### config.mk
export PLATFORM = sky130hd
export DESIGN_NAME = gsa_cell
export DESIGN_NICKNAME = d
export VERILOG_FILES = /design/src/gsa_pkg.sv /design/src/gsa_cell.sv
export SDC_FILE = /design/constraint.sdc
export NUM_CORES = 1
export LEC_CHECK = 0
export BUFFER_PORTS_ARGS = -buffer_cell sky130_fd_sc_hd__clkbuf_2
export CAP_MARGIN = 10
export CELL_PAD_IN_SITES_DETAIL_PLACEMENT = 0
export CELL_PAD_IN_SITES_GLOBAL_PLACEMENT = 1
export CORE_ASPECT_RATIO = 0.6
export CORE_UTILIZATION = 39
export DETAILED_ROUTE_END_ITERATION = 8
export PLACE_DENSITY_LB_ADDON = 0.1
export SLEW_MARGIN = 20
export SYNTH_ARGS = -nofsm -noshare
export SYNTH_HDL_FRONTEND = slang
export SYNTH_SLANG_ARGS = --single-unit
### constraint.sdc
create_clock -name clk -period 2 [get_ports clk]
set_input_delay 0.1 -clock clk [delete_from_list [all_inputs] [get_ports clk]]
set_output_delay 0.1 -clock clk [all_outputs]
set_load 0.005 [all_outputs]
### src/gsa_pkg.sv
`timescale 1ns / 1ps

package gsa_pkg;

    localparam int SLOT_COUNT_DEF = 64;
    localparam int GEN_WIDTH_DEF  = 16;

    localparam int HSLOT_W = 6;
    localparam int HGEN_W  = 16;

    typedef enum logic [0:0] {
        CMD_ALLOC = 1'b0,
        CMD_FREE  = 1'b1
    } cmd_t;

    typedef enum logic [1:0] {
        ST_OK      = 2'd0,
        ST_FULL    = 2'd1,
        ST_INVALID = 2'd2
    } status_t;

    // request token walking down the row of slot cells
    typedef struct packed {
        logic                valid;
        logic                done;
        cmd_t                cmd;
        logic [HSLOT_W-1:0]  handle_slot;
        logic [HGEN_W-1:0]   handle_generation;
        status_t             status;
        logic [HSLOT_W-1:0]  granted_slot;
        logic [HGEN_W-1:0]   granted_generation;
    } token_t;

endpackage

### src/gsa_cell.sv
`timescale 1ns / 1ps

module gsa_cell #(
    parameter int GEN_WIDTH = gsa_pkg::GEN_WIDTH_DEF,
    parameter int IDX       = 0
) (
    input  logic            clk,
    input  logic            rst_n,
    input  logic            advance,
    input  gsa_pkg::token_t tok_in,
    output gsa_pkg::token_t tok_out
);
    import gsa_pkg::*;

    logic                 use_reg, use_next;
    logic [GEN_WIDTH-1:0] gen_reg, gen_next;
    token_t               tok_reg, tok_next;
    logic                 slot_hit;
    logic                 gen_hit;

    assign slot_hit = (32'(tok_in.handle_slot) == 32'(IDX));
    assign gen_hit  = (32'(gen_reg) == 32'(tok_in.handle_generation));

    always_comb
    begin
        tok_next = tok_in;
        use_next = use_reg;
        gen_next = gen_reg;
        if (tok_in.valid && !tok_in.done)
        begin
            if (tok_in.cmd == CMD_ALLOC)
            begin
                // first free cell on the way takes the request
                if (!use_reg)
                begin
                    use_next                    = 1'b1;
                    tok_next.done               = 1'b1;
                    tok_next.status             = ST_OK;
                    tok_next.granted_slot       = HSLOT_W'(IDX);
                    tok_next.granted_generation = HGEN_W'(gen_reg);
                end
            end
            else if (slot_hit)
            begin
                tok_next.done = 1'b1;
                if (use_reg && gen_hit)
                begin
                    use_next        = 1'b0;
                    gen_next        = gen_reg + GEN_WIDTH'(1);
                    tok_next.status = ST_OK;
                end
            end
        end
    end

    always_ff @(posedge clk or negedge rst_n)
    begin
        if (!rst_n)
        begin
            use_reg <= 1'b0;
            gen_reg <= '0;
            tok_reg <= '0;
        end
        else if (advance)
        begin
            use_reg <= use_next;
            gen_reg <= gen_next;
            tok_reg <= tok_next;
        end
    end

    assign tok_out = tok_reg;

endmodule

==> results.toml <==
[status]
outcome = "finished clean"

[routing]
wl_per_cell_um = 14.5
ant_nets = 0
dr.pass1.iters = 4
drt_iter0_markers = 119
via_per_inst = 4.83
wirelength_um = 7110
drc = 0
num_vias = 2361

[pwr]
total_power_uw = 3530
ir_worst_vdd_mv = 0.446
powerDensity_nw_per_um2 = 858
p_leak_uw = 0.00191

[clock_network]
cts_tree = "built"
cts_made_buffers = 9
htreeDepth = 3
post_cts_buffers = 0
clk_latency_ns = 0.33
cts.sinks = 66
cts-root-buf = "clkbuf_16"
path_clk_slew_ns = 0.05
clock_path_buffers = 2
cts-resized-gates = 0

[floorplanning]
initial_utilization = 0.413
io_pins = 101
die_x_um = 116
design.die.area_sq_um = 8230
coreArea_sq_um = 7420
die_y_um = 70.7
rows = 24

[timing]
clock.fmax_ghz = 0.537
min_period_ns = 1.86
slew_headroom = 0.716
hold_viol_final = 0
setup_tns_ns = 0
skew_ns = 0.00425
finalMaxSlewViolations = 0
rsz0062_at_grt = "false"
finalCritPeriodShare = 0.931
setup_violations = 0
worst_pin_slew_ns = 0.426

[placement]
dp_hpwl_um = 5160
gp_congestion = 0.760
placement.io_buffers = 100
dp.cells = 467

[worst_setup_path]
rrSetupSlack_ns = 0.14
r2r-end = "gen_reg[1]"
critPathRequiredTime_ns = 2.21
cp-start-kind = "register"
r2r-start = "gen_reg[1]"
cp_max_fo = 5
worstSetupPathType = "reg -> reg"
crit_arrival_ns = 2.07
setup.worst_path.start = "gen_reg[1]"
worstSetupEndpointType = "register"
r2r.worst_path.cells = 5
critPathCapture = "gen_reg[1]"

[yosys]
synth_area_leader_cell = "dfrtp_1"
yosysSeqAreaShare = 0.539
synth_cells = 268
avgSynthCellArea_sq_um = 11.4
async_flop_share = 1.00
synth_top_area_frac = 0.539
synth_edf_count = 0
ys.flop_type = "dfrtp_1"
synth_area_sq_um = 3070
synth_cell_types = 36
syn_nets = 321
synth_warnings = 0
yosys-top-cells-area = "dfrtp_1 54%, mux2_2 8.8%, xnor2_1 7.4%"
synth-seq-cells = 66

[layout]
nets = 433
antenna_cells = 0
fill_cells = 721
largest_reg_flops = 49
syn_to_final_growth_pct = 34.3
drive_above_1_share = 0.395
layout.cells.non_filler = 489

[min_path]
hp-class = "in -> reg"
whs_path_depth = 3

[global_routing]
grtUsageTotal = 0.190
grt_pass1_vias = 2261
grt_first_pass_wirelength_um = 11500
overflow = 0
antenna_found_initial = 0
grt_max_degree = 73

[job]
maxCapViolCount = 0
==> area by class of cell <==
cell class                 instances  area (sq um)  share of cell area
sequential                        66          1650               0.401
multi-input combinational        172          1290               0.313
timing repair buffer             116           676               0.164
clock buffer                      14           254              0.0617
tap                              104           130              0.0316
clock inverter                     2          60.1              0.0146
inverter                          15          56.3              0.0137
==> cells in the final DEF, fill, tap and decap left out, drive strengths merged <==
| cell type | Yosys | routed |
|---|---|---|
| o2111ai | 1 | 1 |
| mux2 | 25 | 25 |
| nand3 | 6 | 6 |
| or2b | 1 | 1 |
| nor3 | 4 | 4 |
| o221ai | 1 | 1 |
| inv | 14 | 14 |
| and4 | 1 | 1 |
| mux2i | 18 | 18 |
| nand2b | 1 | 1 |
| bufinv | 0 | 2 |
| nand2 | 9 | 9 |
| o22ai | 6 | 6 |
| xor2 | 1 | 1 |
| and2 | 2 | 2 |
| clkbuf | 7 | 113 |
| clkinv | 1 | 1 |
| buf | 8 | 11 |
| xnor2 | 26 | 26 |
| nor4 | 2 | 2 |
| nor4b | 1 | 1 |
| a21oi | 16 | 16 |
| nor2 | 24 | 24 |
| o2bb2ai | 1 | 1 |
| o21ai | 1 | 1 |
| dfrtp | 66 | 66 |
| nand4 | 16 | 16 |
| dlygate4sd3 | 0 | 6 |
| and3 | 6 | 6 |
| a222oi | 1 | 1 |
| a31oi | 1 | 1 |
| ha | 1 | 1 |
==> worst min-delay path by stage <==
| stage | start | to | slack, ns |
|---|---|---|---|
| 2_1_floorplan | rst_n | gen_reg[0] | -0.20 |
| 3_3_place_gp | rst_n | tok_out[10] | 0.07 |
| 3_5_place_dp | rst_n | tok_out[10] | 0.07 |
| 4_1_cts | tok_in[18] | tok_out[18] | 0.0007 |
| 5_1_grt | tok_in[18] | tok_out[18] | 0.02 |
| 6_report | tok_in[18] | tok_out[18] | 0.006 |
==> cell families (layout without fill, tap and decap cells) <==
kind of cell / count (synthesis) / count (layout) / synth area share
AND/OR/NAND/NOR: 73 / 73 / 0.131
flip-flops: 66 / 66 / 0.539
multiplexers: 43 / 43 / 0.152
buffers and inverters: 30 / 147 / 0.0408
AO/OA/AOI/OAI: 28 / 28 / 0.0559
XOR/XNOR: 27 / 27 / 0.0771
adder cells (fa/ha/maj): 1 / 1 / 0.00408
==> cells in the mapped netlist (2+ instances only) <==
cell type	count
a21oi_1	16
and2_1	2
and3_1	5
buf_1	3
buf_2	4
clkbuf_1	7
dfrtp_1	66
inv_1	13
mux2_2	24
mux2i_1	18
nand2_1	9
nand3_1	6
nand4_1	16
nor2_1	24
nor3_1	4
o22ai_1	6
xnor2_1	26
==> routing by layer <==
metal | vias up | track usage | wire length, um
li1 | 1166 | - | -
met5 | - | 0 | 0
met4 | 0 | 0.0556 | 80
met3 | 6 | 0.0703 | 442
met2 | 59 | 0.268 | 3040
met1 | 1130 | 0.273 | 3550
==> metrics by stage <==
stage                     setup WS (ns)  cell area (sq um)  hold slack (ns)  utilization
after floorplan                   0.240               3070           -0.196            -
after global placement            0.176               3740           0.0680        0.505
after detailed placement          0.109               3740           0.0708        0.505
after CTS                        0.0883               4120         0.000726        0.555
after global routing           0.000672               4120           0.0184        0.555
final                             0.138               4120          0.00644        0.555
==> power breakdown <==
part	switching (uW)	total, uW	internal [uW]	leakage (uW)
combinational	183	388	204	0.000958
sequential	51.3	1490	1440	0.000803
clock	529	1660	1130	0.000151
==> critical path: stages (launching register included) <==
cell      delay, ns
dfrtp_1        0.44
xnor2_1        0.27
o221ai_1       0.22
nor4b_4        0.27
and3_4         0.26
mux2_4         0.29
==> repair_timing <==
action	4_1_cts	5_1_grt
hold endpoints to repair	35	0
setup endpoints to repair	0	0
hold buffers	6	0
No activity file was read; power rests on OpenSTA's default activity.
